### src/design/gmpc_pkg.sv
// gmpc_pkg: shared types and constants for the grid max path count block
// used by every module of the block; depends on nothing else
`timescale 1ns / 1ps

package gmpc_pkg;

   // field widths
   localparam int KIND_W  = 2;
   localparam int DIGIT_W = 4;
   localparam int BOARD_W = 8;
   localparam int SCORE_W = 13;
   localparam int BEST_W  = 12;
   localparam int COUNT_W = 30;
   localparam int SUM_W   = 32;

   // port widths
   localparam int REQ_TDATA_W = 8;
   localparam int REQ_TUSER_W = 2;
   localparam int RSP_TDATA_W = 48;
   localparam int RSP_TUSER_W = 1;

   // cell kinds
   localparam logic [KIND_W-1:0] KIND_DIGIT    = 2'd0;
   localparam logic [KIND_W-1:0] KIND_OBSTACLE = 2'd1;
   localparam logic [KIND_W-1:0] KIND_START    = 2'd2;
   localparam logic [KIND_W-1:0] KIND_END      = 2'd3;

   localparam logic [DIGIT_W-1:0] MAX_DIGIT = 4'd9;

   // score pattern for a cell no path reaches
   localparam logic [SCORE_W-1:0] NO_PATH = 13'h1FFF;

   // count modulus and its double, for the reduction after the three-way add
   localparam logic [SUM_W-1:0] PATH_MOD  = 32'd1000000007;
   localparam logic [SUM_W-1:0] PATH_MOD2 = 32'd2000000014;

   // score and count of one board cell
   typedef struct packed {
      logic [SCORE_W-1:0] score;
      logic [COUNT_W-1:0] count;
   } pair_type;

   localparam pair_type NO_PAIR = '{score: NO_PATH, count: '0};

   // per-stage control of the row chain
   typedef struct packed {
      logic shift;
      logic take_new;
   } cell_ctl_type;

endpackage

### src/design/gmpc_cell.sv
// gmpc_cell: one stage of the row chain, holding the score and count of one column
// depends on gmpc_pkg
`timescale 1ns / 1ps

module gmpc_cell (
   input  logic                  clock,
   input  gmpc_pkg::cell_ctl_type ctl,
   input  gmpc_pkg::pair_type    prev_pair,
   input  gmpc_pkg::pair_type    new_pair,
   output gmpc_pkg::pair_type    pair_out
);
   import gmpc_pkg::*;

   pair_type pair_ff;
   pair_type pair_in;

   // on a shift the insert stage takes the fresh result, every other stage takes its neighbor; all hold otherwise
   always_comb begin
      pair_in = pair_ff;
      if (ctl.shift) begin
         pair_in = ctl.take_new ? new_pair : prev_pair;
      end
   end

   always_ff @(posedge clock) begin
      pair_ff <= pair_in;
   end

   assign pair_out = pair_ff;

endmodule

### config.mk
export PLATFORM = sky130hd
export DESIGN_NAME = gmpc_cell
export DESIGN_NICKNAME = d
export VERILOG_FILES = /design/src/design/gmpc_pkg.sv /design/src/design/gmpc_cell.sv
export SDC_FILE = /design/constraint.sdc
export NUM_CORES = 1
export LEC_CHECK = 0
export ABC_AREA = 1
export BUFFER_PORTS_ARGS = -buffer_cell sky130_fd_sc_hd__buf_2
export CAP_MARGIN = 10
export CELL_PAD_IN_SITES_DETAIL_PLACEMENT = 1
export CELL_PAD_IN_SITES_GLOBAL_PLACEMENT = 2
export CORE_MARGIN = 10
export CORE_UTILIZATION = 22
export CTS_BUF_LIST = sky130_fd_sc_hd__clkbuf_16
export CTS_CLUSTER_DIAMETER = 200
export CTS_CLUSTER_SIZE = 24
export DETAILED_ROUTE_END_ITERATION = 8
export PLACE_DENSITY = 0.76
export SLEW_MARGIN = 5
export SYNTH_ARGS = -nofsm -noshare
export SYNTH_HDL_FRONTEND = slang
export SYNTH_SLANG_ARGS = --single-unit
### constraint.sdc
create_clock -name clock -period 1.05 [get_ports clock]
set_clock_uncertainty 0.1 [all_clocks]
set_input_delay 0.0525 -clock clock [delete_from_list [all_inputs] [get_ports clock]]
set_output_delay 0.0525 -clock clock [all_outputs]
set_load 0.01 [all_outputs]
==> impl_metrics.csv <==
group,metric,value,unit
run_status,outcome,"finished, final reports clean",
synth,synth_top_family_by_area,"simple AND/OR/NAND/NOR gates",
route,antenna_left,0,
cts,ctsResizeCount,0,
grt,overflow,0,
synth,synth_adder_area_share,0,%
place,portBuffers,131,
power_and_ir_drop,power_leakage,1.79,nW
synth,synthXorXnorAreaFrac,0,%
cells_and_area,areaGrowthSynthToFinish,95.5,%
place,gp_congestion,0.683,
cts,cts_hold_buffers,86,
timing,setup_slack,0.0847,ns
route,drc,0,
floorplan,core_area,0.00826,sq mm
timing,worst_hold_slack,0.139,ns
synth,yosys_warnings,0,
cts,cts_root_buffer,"clkbuf_16",
cts,cts_setup_buffers,0,
synth,synth_area_per_cell,10.3,sq um
worst_setup_path,cp.required,0.90,ns
worst_setup_path,crit_start,"pair_out[29]",
synth,synth_simple_gate_area_share,25.9,%
floorplan,design.die.area,0.0126,sq mm
timing,fin_crit,0.965,ns
cells_and_area,largest_register_ff_count,43,
power_and_ir_drop,total_power,4.72,mW
grt,grt_pass1_vias,2331,
worst_setup_path,path_cells,"buf_2",
route,vias,2025,
run,drv_cap,0,
floorplan,start_util,22.7,%
cells_and_area,fin_nets,490,
timing,rsz0062_at_grt,"false",
grt,grt_max_degree,44,
route,routed_wl,7.46,mm
worst_setup_path,crit_type,"flop to output pin",
timing,setup_viol,0,
cts,clkTransAtPathRegs,0.06,ns
worst_setup_path,crit_arrival,0.81,ns
grt,grt_pass1_wl,11.7,mm
power_and_ir_drop,p_per_area,1290,mW/mm^2
worst_setup_path,slowest_stage,"edfxtp_1",
synth,synth_mux_area_share,0,%
synth,ys_ff_latch,43,
cts,cts.htree.levels,2,
worst_setup_path,path_buf_inv,1,
route,first_pass_iters,4,
route,viasPerCell,3.98,
worst_setup_path,path_max_fanout,1,
worst_hold_path,hp-start,"ctl[1]",
cts,cts_tree,"built",
timing,fin_tns_setup,0,ns
timing,worst_pin_slew,0.334,ns
cells_and_area,drive_gt1_share,35.6,%
floorplan,ios,132,
worst_hold_path,hold_path.class,"primary input to flop",
cts,cts_buffers,5,
timing,max_freq,1.04,GHz
cts,cts.sinks,43,
timing,drv_slew,0,
route,routedWlPerCell,14.6,um
grt,grt_use_total,11.4,%
cts,clk_path_buf_depth,2,
synth,syn_area,0.00187,sq mm
worst_setup_path,cp-end-kind,"output pin",
power_and_ir_drop,vdd_drop_max,699,uV
worst_setup_path,cpLargestDelayFamily,"flip-flops",
worst_setup_path,cp_slowest_stage_delay,0.38,ns
timing,maxSlewHeadroom,77.8,%
floorplan,rows,33,
grt,antenna_found_initial,2,
timing,min_period_over_period,91.9,%
synth,syn_inst,182,
floorplan,die_h,112,um
synth,syn_nets,271,
synth,synth_cell_types,5,
synth,yosysSeqAreaShare,69.0,%
place,dp_hpwl,5.13,mm
route,drt_iter0_drc,68,
synth,synth-compound-area-share,0,%
worst_setup_path,start_kind,"flop",
place,post-place-ws,0.110,ns
timing,hold_violations,0,
floorplan,die_width,112,um
==> routing by layer <==
| metal | track usage, % | wire, um | up-vias | part of all wire [%] |
|---|---|---|---|---|
| li1 | - | - | 1020 | - |
| met1 | 10.3 | 2630 | 927 | 35 |
| met2 | 22.4 | 4160 | 70 | 56 |
| met3 | 3.89 | 526 | 8 | 7.1 |
| met4 | 4.23 | 143 | 0 | 1.9 |
| met5 | 0 | 0 | - | 0 |
==> kinds of logic (layout without fill, tap and decap cells) <==
kind of cell  Yosys count  in the layout
simple gates          129            129
flops                  43             43
buf+inv                10            230
other cells             0              2
==> stage by stage <==
step	area, sq um	std cells	util, %
after floorplan	1870	182	-
after global placement	2630	413	31.8
after detailed placement	2630	413	31.8
after CTS	3650	507	44.2
after global routing	3660	509	44.3
final	3660	509	44.3
==> synth_stat cells <==
| cell type | count | area share (%) |
|---|---|---|
| nand2_1 | 129 | 26 |
| buf_4 | 4 | 1.6 |
| edfxtp_1 | 43 | 69 |
| buf_6 | 5 | 3.0 |
| inv_6 | 1 | 0.47 |
==> path summary, 6_finish.rpt <==
check | cells after the start | end
max | 1 | pair_out[29]
min | 2 | pair_out[39]
==> power by group <==
| part | internal (mW) | switching (mW) |
|---|---|---|
| clock network | 1.11 | 0.596 |
| logic | 0.499 | 0.412 |
| registers | 2.08 | 0.0334 |
| total | 3.68 | 1.04 |
==> layout by cell type, fill, tap and decap left out <==
cell type,n
edfxtp_1,43
inv_6,1
diode_2,2
buf_2,131
nand2_1,129
clkbuf_16,5
buf_4,2
buf_12,2
dlygate4sd3_1,86
bufinv_16,1
clkinv_1,1
clkinv_2,1
==> area by class of cell <==
cell class                      instances  area [sq um]
Sequential cell                        43          1290
Antenna cell                            2          5.00
Tap cell                              105           131
Multi-Input combinational cell        129           484
Timing Repair Buffer                  221          1570
Clock buffer                            5           125
Inverter                                1          8.76
Clock inverter                          3          38.8
Fill cell                             959          4600
Power figures use the tool's default switching activity.
