### src/design/gmpc_pkg.sv
// gmpc_pkg: shared types and constants for the grid max path count block
// used by every module of the block; depends on nothing else
`timescale 1ns / 1ps

package gmpc_pkg;

   // field widths
   localparam int KIND_W  = 2;
   localparam int DIGIT_W = 4;
   localparam int BOARD_W = 8;
   localparam int SCORE_W = 13;
   localparam int BEST_W  = 12;
   localparam int COUNT_W = 30;
   localparam int SUM_W   = 32;

   // port widths
   localparam int REQ_TDATA_W = 8;
   localparam int REQ_TUSER_W = 2;
   localparam int RSP_TDATA_W = 48;
   localparam int RSP_TUSER_W = 1;

   // cell kinds
   localparam logic [KIND_W-1:0] KIND_DIGIT    = 2'd0;
   localparam logic [KIND_W-1:0] KIND_OBSTACLE = 2'd1;
   localparam logic [KIND_W-1:0] KIND_START    = 2'd2;
   localparam logic [KIND_W-1:0] KIND_END      = 2'd3;

   localparam logic [DIGIT_W-1:0] MAX_DIGIT = 4'd9;

   // score pattern for a cell no path reaches
   localparam logic [SCORE_W-1:0] NO_PATH = 13'h1FFF;

   // count modulus and its double, for the reduction after the three-way add
   localparam logic [SUM_W-1:0] PATH_MOD  = 32'd1000000007;
   localparam logic [SUM_W-1:0] PATH_MOD2 = 32'd2000000014;

   // score and count of one board cell
   typedef struct packed {
      logic [SCORE_W-1:0] score;
      logic [COUNT_W-1:0] count;
   } pair_type;

   localparam pair_type NO_PAIR = '{score: NO_PATH, count: '0};

   // per-stage control of the row chain
   typedef struct packed {
      logic shift;
      logic take_new;
   } cell_ctl_type;

endpackage

### src/design/gmpc_eval.sv
// gmpc_eval: score and path count of one cell from its three neighbors
// depends on gmpc_pkg
`timescale 1ns / 1ps

module gmpc_eval (
   input  logic [gmpc_pkg::KIND_W-1:0]  cell_kind,
   input  logic [gmpc_pkg::DIGIT_W-1:0] cell_digit,
   input  gmpc_pkg::pair_type           below,
   input  gmpc_pkg::pair_type           right,
   input  gmpc_pkg::pair_type           diag,
   output gmpc_pkg::pair_type           result
);
   import gmpc_pkg::*;

   logic [SCORE_W-1:0] best;
   logic [DIGIT_W-1:0] add_val;
   logic [SUM_W-1:0]   sum;
   logic [SUM_W-1:0]   reduced;
   logic [BEST_W-1:0]  new_score;

   // best reachable neighbor score
   always_comb begin
      best = NO_PATH;
      if (below.score != NO_PATH) begin
         best = below.score;
      end
      if (right.score != NO_PATH && (best == NO_PATH || right.score > best)) begin
         best = right.score;
      end
      if (diag.score != NO_PATH && (best == NO_PATH || diag.score > best)) begin
         best = diag.score;
      end
   end

   // saturated digit, end cells add nothing
   always_comb begin
      add_val = '0;
      if (cell_kind == KIND_DIGIT) begin
         add_val = (cell_digit > MAX_DIGIT) ? MAX_DIGIT : cell_digit;
      end
   end

   assign new_score = best[BEST_W-1:0] + BEST_W'(add_val);

   // sum the counts of all neighbors that tie for best, then reduce below the modulus
   always_comb begin
      sum = '0;
      if (below.score == best) begin
         sum = sum + SUM_W'(below.count);
      end
      if (right.score == best) begin
         sum = sum + SUM_W'(right.count);
      end
      if (diag.score == best) begin
         sum = sum + SUM_W'(diag.count);
      end
      if (sum >= PATH_MOD2) begin
         reduced = sum - PATH_MOD2;
      end else if (sum >= PATH_MOD) begin
         reduced = sum - PATH_MOD;
      end else begin
         reduced = sum;
      end
   end

   // cell result by kind
   always_comb begin
      case (cell_kind)
         KIND_START: begin
            result = '{score: '0, count: COUNT_W'(1)};
         end
         KIND_OBSTACLE: begin
            result = NO_PAIR;
         end
         KIND_DIGIT, KIND_END: begin
            if (best != NO_PATH) begin
               result = '{score: {1'b0, new_score}, count: reduced[COUNT_W-1:0]};
            end else begin
               result = NO_PAIR;
            end
         end
         default: begin
            result = NO_PAIR;
         end
      endcase
   end

endmodule

### config.mk
export PLATFORM = sky130hd
export DESIGN_NAME = gmpc_eval
export DESIGN_NICKNAME = d
export VERILOG_FILES = /design/src/design/gmpc_pkg.sv /design/src/design/gmpc_eval.sv
export SDC_FILE = /design/constraint.sdc
export NUM_CORES = 1
export LEC_CHECK = 0
export BUFFER_PORTS_ARGS = -buffer_cell sky130_fd_sc_hd__clkbuf_2
export CAP_MARGIN = 0
export CORE_UTILIZATION = 55
export DETAILED_ROUTE_END_ITERATION = 10
export PLACE_DENSITY = 0.82
export SKIP_LAST_GASP = 1
export SLEW_MARGIN = 30
export SYNTH_ARGS = -nofsm -noshare
export SYNTH_HDL_FRONTEND = slang
export SYNTH_SLANG_ARGS = --single-unit
### constraint.sdc
create_clock -name vclk -period 39.1
set_clock_uncertainty 0.15 [all_clocks]
set_input_delay 1.955 -clock vclk [all_inputs]
set_output_delay 1.955 -clock vclk [all_outputs]
set_load 0.02 [all_outputs]
==> results of run 1 <==
[metal layers]
layer  up-vias  track usage [%]
met5         -                0
met2       663             60.0
met4         0             14.1
met1      5119             53.3
met3        89             3.62
li1       5319                -
[worst min-delay path, delay by kind of cell]
kind,cells,cell delay [ns]
AO/OA/AOI/OAI,1,0.12
AND/OR/NAND/NOR,2,0.11
buffers and inverters,2,0.23
adder cells (fa/ha/maj),1,0.11
[cell usage after synthesis, drive strengths merged (9+ instances only)]
cell	count
xor2	48
o21bai	12
a311oi	15
nor2b	9
a211oi	22
or2	15
o311ai	11
or4	9
and3	22
o22ai	12
ha	97
nor4	18
buf	51
clkbuf	25
nor2	96
a21oi	94
o211ai	19
a311o	9
o21ai	86
nand2	111
nand2b	17
xnor2	44
mux2i	22
a31oi	28
and2	35
nor3	51
inv	75
nand3	39
nand4	21
o21a	23
a21o	27
or3	12
[logic make-up (layout without fill, tap and decap cells)]
family	after synthesis	in the layout	share of synthesized area, %
AND/OR/NAND/NOR	477	477	27.5
buffers and inverters	151	265	7.88
multiplexers	30	30	3.43
XOR/XNOR	92	92	8.81
adder cells (fa/ha/maj)	100	100	13.9
AO/OA/AOI/OAI	482	482	38.5
[metrics by stage]
stage	std cells	hold slack, ns	total power, mW	worst slack, ns
6_report	1662	4.34	0.168	21.83
5_1_grt	1662	4.40	0.180	21.15
4_1_cts	1662	4.35	0.163	22.20
3_5_place_dp	1662	4.34	0.162	22.22
3_3_place_gp	1662	4.34	0.161	21.76
2_1_floorplan	1332	4.10	0.117	23.78
[path summary, 6_finish.rpt]
path,start,slack (ns),endpoint
min,cell_digit[0],4.34,result[30]
max,below[42],21.83,result[11]
[where the power goes]
part,switching [mW],internal (mW)
sequential,0,0
combinational,0.110,0.0572
clock,0,0
[cells in the final DEF (no fill, tap or decap), types with 10 or more instances in the layout]
master      n
a211oi_1   20
a21o_1     27
a21oi_1    94
a311oi_1   14
a31oi_1    25
and2_1     34
and3_1     21
buf_4      12
clkbuf_2  178
ha_1       97
inv_1      75
mux2i_1    22
nand2_1   109
nand2b_1   17
nand3_1    38
nand4_1    20
nor2_1     94
nor3_1     46
nor4_1     12
o211ai_1   17
o21a_1     23
o21ai_0    78
o21bai_1   12
o22ai_1    11
o311ai_0   10
or2_2      14
or3_1      12
xnor2_1    44
xor2_1     48
[area by class of cell]
cell class / count / area (µm²) / area share [%]
Inverter: 75 / 282 / 2.82
Multi-Input combinational cell: 1181 / 8460 / 84.7
Timing Repair Buffer: 190 / 981 / 9.82
Tap cell: 216 / 270 / 2.71
==> results.cfg, run 1 <==
[global_routing]
grt_use_total_pct = 38.0
grt_pass1_vias = 9977
grt_overflow = 0
grt_pass1_wl_mm = 51.9
antenna_found_initial = 0
grt_start_max_net_pins = 51

[timing]
hold_violations = 0
tightest_slew_ns = 0.940
rsz0062_at_grt = no
setup_tns_ns = 0
post-route-min-period_ns = 17.27
setup-violations-final = 0
min_period_over_period_pct = 44.2
drv_slew = 0
max_slew_margin_pct = 36.7
fmax_ghz = 0.0579

[routing]
ant_nets = 0
wl_mm = 33.5
dr_total_vias = 11200
wl_met3_mm = 3.46
vias_per_cell = 6.73
routed.top_layer = met4
first_iter_violations = 1261
firstDrtPassIters = 5
wl_met2_mm = 14.6
wl_per_cell_um = 20.2
drt-met1-wl_mm = 14.3
drc = 0

[power]
power.leakage_nw = 4.67
powerDensity_nw_per_um2 = 16.8
ir_worst_vdd_mv = 0.0106

[clock_network]
post_cts_buffers = 0
postCtsHoldBufs = 0
cts-resized-gates = 0

[placement]
routabilityCongestion = 1.06
hpwl_mm = 27.3
io_buffers = 178
dpl_cell_area_um2 = 9990

[worst_hold_path]
hold_path_class = in2out
hold_depth = 6

[synth]
syn_area_um2 = 9150
synth_area_leader_cell = ha_1
ys_seq_area_share_pct = 0
synth_warnings = 0
syn_area_per_cell_um2 = 6.87
postSynthCellCount = 1332
synthesis.nets = 1567
synth_area_leaders = ha_1, a21oi_1, xor2_1, nand2_1, o21ai_0
yosysTopAreaCellShare_pct = 13.3
yosysUniqueCellTypes = 105

[layout]
seqCellArea_um2 = 0
num-fill-cells = 1577
final_util_pct = 62.2
final_layout_size_suffix_gt1_share_pct = 18.5
layout-area-overhead-vs-synth_pct = 9.21
fin_area_um2 = 9990
fin_nets = 1683
seq_cells = 0
diodes = 0
nClkBuffers = 0

[floorplan]
rows = 46
die_h_um = 131
die_area_um2 = 17100
top_level_ports = 178
initial_core_util_pct = 57.0
die_x_um = 131
fp.coreArea_um2 = 16100

[flow_run]
cap_violations = 0

[critical_path]
cp.required_ns = 36.99
cpMaxStageDelayCell = or4_4
crit_family = compound AO/OA/AOI/OAI gates
slowest_delay_ns = 0.64
critical_path_class = in2out
worstPathArrival_ns = 15.17
crit_top_cell = ha_1
worstPathMaxFanout = 38
worstSetupEndpointType = output port
worstPathBufferInverterCount = 5
cp.depth = 50
cp-start-kind = input pin

[run_status]
status = finished clean
(Power assumes the default switching activity.)
==> inputs of run 2 (changes only) <==
- CORE_UTILIZATION: 55 -> 54
- PLACE_DENSITY: 0.82 -> 0.83
- clock period: 39.1 -> 15.2 ns (I/O delays scaled with it)
==> results.cfg, run 2 (same netlist as run 1, synthesis figures left out) <==
[run_status]
status = finished clean

[timing]
post-route-min-period_ns = 14.39
max_slew_margin_pct = 27.4
rsz0062_at_grt = no
fmax_ghz = 0.0695
min_period_over_period_pct = 94.7
drv_slew = 0
tightest_slew_ns = 1.08
setup_slack_ns = 0.806
setup_tns_ns = 0
hold_violations = 0
setup-violations-final = 0

[layout]
finalNonFillerCells = 1675
final_cell_mix = clkbuf_2, nand2_1, ha_1, a21oi_1, nor2_1
final_common_cell = clkbuf_2
final_util_pct = 60.7
num-fill-cells = 1574
seqCellArea_um2 = 0
fin_nets = 1692
layout-area-overhead-vs-synth_pct = 10.1
fin_area_um2 = 10100
seq_cells = 0
nClkBuffers = 0
diodes = 0
final_layout_size_suffix_gt1_share_pct = 19.0

[global_routing]
grt_pass1_vias = 10300
grt_start_max_net_pins = 51
grt_pass1_wl_mm = 53.2
grt_overflow = 0
antenna_found_initial = 0
grt_use_total_pct = 37.0

[floorplan]
die_h_um = 132
rows = 47
fp.coreArea_um2 = 16600
die_area_um2 = 17500
top_level_ports = 178
die_x_um = 132
initial_core_util_pct = 55.2

[placement]
hpwl_mm = 27.3
place_ws_ns = 0.715
io_buffers = 178
routabilityCongestion = 1.00
dpl_cell_area_um2 = 10000
placed_cells = 1673

[routing]
wl_mm = 33.6
vias_per_cell = 6.84
wl_per_cell_um = 20.0
firstDrtPassIters = 8
dr_total_vias = 11500
ant_nets = 0
drc = 0
first_iter_violations = 1391

[power]
ir_worst_vdd_mv = 0.0321
powerDensity_nw_per_um2 = 43.4
power.leakage_nw = 4.72

[critical_path]
cp.required_ns = 14.29
slowest_delay_ns = 0.64
worstPathMaxFanout = 23
cpMaxStageDelayCell = or4_4
worstPathArrival_ns = 13.48
crit_top_cell = ha_1
worstSetupEndpointType = output port
critical_path_class = in2out
cp-start-kind = input pin

[worst_hold_path]
hold_depth = 6
hold_path_class = in2out

[clock_network]
postCtsHoldBufs = 0

[flow_run]
cap_violations = 0
run 2: critical path, delay by kind of cell:
family / cells / cell delay [ns]
compound gates: 19 / 4.99
xor+xnor: 2 / 0.36
fa+ha+maj: 5 / 1.50
buf+inv: 7 / 1.38
simple gates: 18 / 4.43
run 2: worst paths after layout:
check | start | to | slack (ns)
max | below[42] | result[13] | 0.81
min | cell_digit[0] | result[30] | 1.95
run 2: final cells by class:
cell class                 instances  area, µm²  area share (%)
tap                              220        275            2.73
multi-input combinational       1181       8460            84.1
timing repair buffer             199       1050            10.4
inverter                          75        282            2.80
run 2: power by group:
group	switching, mW	internal [mW]
logic	0.286	0.151
registers	0	0
clock network	0	0
run 2: timing repair:
item,4_1_cts,5_1_grt
setup buffers,0,2
setup endpoints to repair,0,27
hold endpoints to repair,0,0
gates resized for setup,0,3
run 2: stage by stage:
stage	power, mW	hold WS [ns]
2_1_floorplan	0.300	1.71
3_3_place_gp	0.415	1.93
3_5_place_dp	0.418	1.94
4_1_cts	0.420	1.95
5_1_grt	0.466	1.99
6_report	0.437	1.95
run 2: metal layers:
layer	GRT usage [%]	vias up	wire length [µm]
met5	0	-	0
met4	15.8	0	1550
met3	5.23	132	4160
met2	57.4	804	14300
met1	50.9	5197	13600
li1	-	5326	-
==> inputs of run 3 (changes only) <==
--- a/config.mk
+++ b/config.mk
@@ -8,9 +8,9 @@
 export BUFFER_PORTS_ARGS = -buffer_cell sky130_fd_sc_hd__clkbuf_2
 export CAP_MARGIN = 0
-export CORE_UTILIZATION = 54
+export CORE_UTILIZATION = 40
 export DETAILED_ROUTE_END_ITERATION = 10
-export PLACE_DENSITY = 0.83
+export PLACE_DENSITY = 0.65
 export SKIP_LAST_GASP = 1
-export SLEW_MARGIN = 30
+export SLEW_MARGIN = 20
 export SYNTH_ARGS = -nofsm -noshare
 export SYNTH_HDL_FRONTEND = slang
==> constraint.sdc (replaced) <==
create_clock -name vclk -period 15.2
set_clock_uncertainty 0.15 [all_clocks]
set_input_delay 2.28 -clock vclk [all_inputs]
set_output_delay 2.28 -clock vclk [all_outputs]
set_load 0.02 [all_outputs]
==> results.cfg, run 3 (same netlist as run 1, synthesis figures left out) <==
[power]
ir_worst_vdd_mv = 0.0231
powerDensity_nw_per_um2 = 42.1
power.leakage_nw = 6.80
total_power_mw = 0.609

[routing]
first_iter_violations = 1125
vias_per_cell = 6.13
wl_mm = 42.4
firstDrtPassIters = 7
drc = 0
dr_total_vias = 12900
wl_per_cell_um = 20.1
ant_nets = 0

[flow_run]
cap_violations = 0

[timing]
fmax_ghz = 0.0659
rsz0062_at_grt = yes
min_period_over_period_pct = 99.8
drv_slew = 0
hold_violations = 0
max_slew_margin_pct = 32.4
setup-violations-final = 0
post-route-min-period_ns = 15.17
tightest_slew_ns = 1.00

[critical_path]
worstSetupEndpointType = output port
worstPathBufferInverterCount = 15
crit_top_cell = buf_4
critical_path_class = in2out
crit_family = simple AND/OR/NAND/NOR gates
slowest_delay_ns = 0.54
worstPathMaxFanout = 7
endpoint = result[13]
cp.depth = 58
cp.required_ns = 12.77
cpMaxStageDelayCell = or4_4
cp-start-kind = input pin
crit_path_start = below[42]
worstPathArrival_ns = 12.74

[floorplan]
initial_core_util_pct = 41.4
die_area_um2 = 23500
rows = 54
die_h_um = 153
die_x_um = 153
fp.coreArea_um2 = 22100
top_level_ports = 178

[global_routing]
grt_use_total_pct = 32.9
grt_pass1_wl_mm = 63.0
grt_start_max_net_pins = 51
grt_overflow = 0
grt_pass1_vias = 12000
antenna_found_initial = 0

[placement]
placed_cells = 2025
hpwl_mm = 33.1
io_buffers = 178
routabilityCongestion = 1.02

[layout]
finalNonFillerCells = 2107
num-fill-cells = 1915
diodes = 0
seq_cells = 0
final_cell_mix = buf_4, clkbuf_2, nand2_1, nor2_1, a21oi_1
fin_nets = 2064
multi_input_area_um2 = 9630
final_common_cell = buf_4
layout-area-overhead-vs-synth_pct = 58.2
seqCellArea_um2 = 0
nClkBuffers = 0
final_layout_size_suffix_gt1_share_pct = 44.4

[clock_network]
postCtsHoldBufs = 0

[run_status]
status = finished clean

[worst_hold_path]
hold_path_class = in2out
## run 3: through the flow
step	worst slack [ns]	utilization (%)	hold WS, ns	instance area, µm²	TNS (ns)
after floorplan	0.00746	-	4.71	9330	0
after global placement	-0.439	56.4	5.00	12500	-8.21
after detailed placement	-0.546	56.4	4.99	12500	-10.93
after CTS	-0.0659	58.8	5.00	13000	-0.203
after global routing	-0.324	65.5	5.05	14500	-6.89
final	0.0261	65.5	5.00	14500	0
## run 3: worst min-delay path, delay by kind of cell
kind / cells / cell delay, ns
adder cells (fa/ha/maj): 1 / 0.12
AO/OA/AOI/OAI: 1 / 0.12
AND/OR/NAND/NOR: 2 / 0.11
buffers and inverters: 2 / 0.24
## run 3: layer usage
metal,GRT usage [%],wire [µm]
met1,44.1,17700
met2,54.1,19400
met3,3.03,3520
met4,13.1,1760
met5,0,0
## run 3: cell type report
cell class                      count  share of cell area, %
Tap cell                          280                   2.42
Inverter                           75                   2.03
Multi-Input combinational cell   1183                   66.6
Timing Repair Buffer              569                   29.0
## run 3: timing repair
| item | CTS | global route |
|---|---|---|
| setup buffers | 39 | 38 |
| pin swaps | 35 | 94 |
| endpoints found under the setup margin | 30 | 30 |
| resized for setup | 50 | 251 |
| cloned | 0 | 5 |
## run 3: where the power goes
group	switching (mW)	internal, mW	leakage, nW
combinational	0.341	0.268	6.80
clock	0	0	0
sequential	0	0	0
## run 3: worst min path at each step
stage | startpoint | endpoint | slack, ns | cells after the start
2_1_floorplan | below[16] | result[16] | 4.71 | 3
3_3_place_gp | cell_digit[0] | result[30] | 5.00 | 6
3_5_place_dp | cell_digit[0] | result[30] | 4.99 | 6
4_1_cts | cell_digit[0] | result[30] | 5.00 | 6
5_1_grt | cell_digit[0] | result[30] | 5.05 | 6
6_report | cell_digit[0] | result[30] | 5.00 | 6
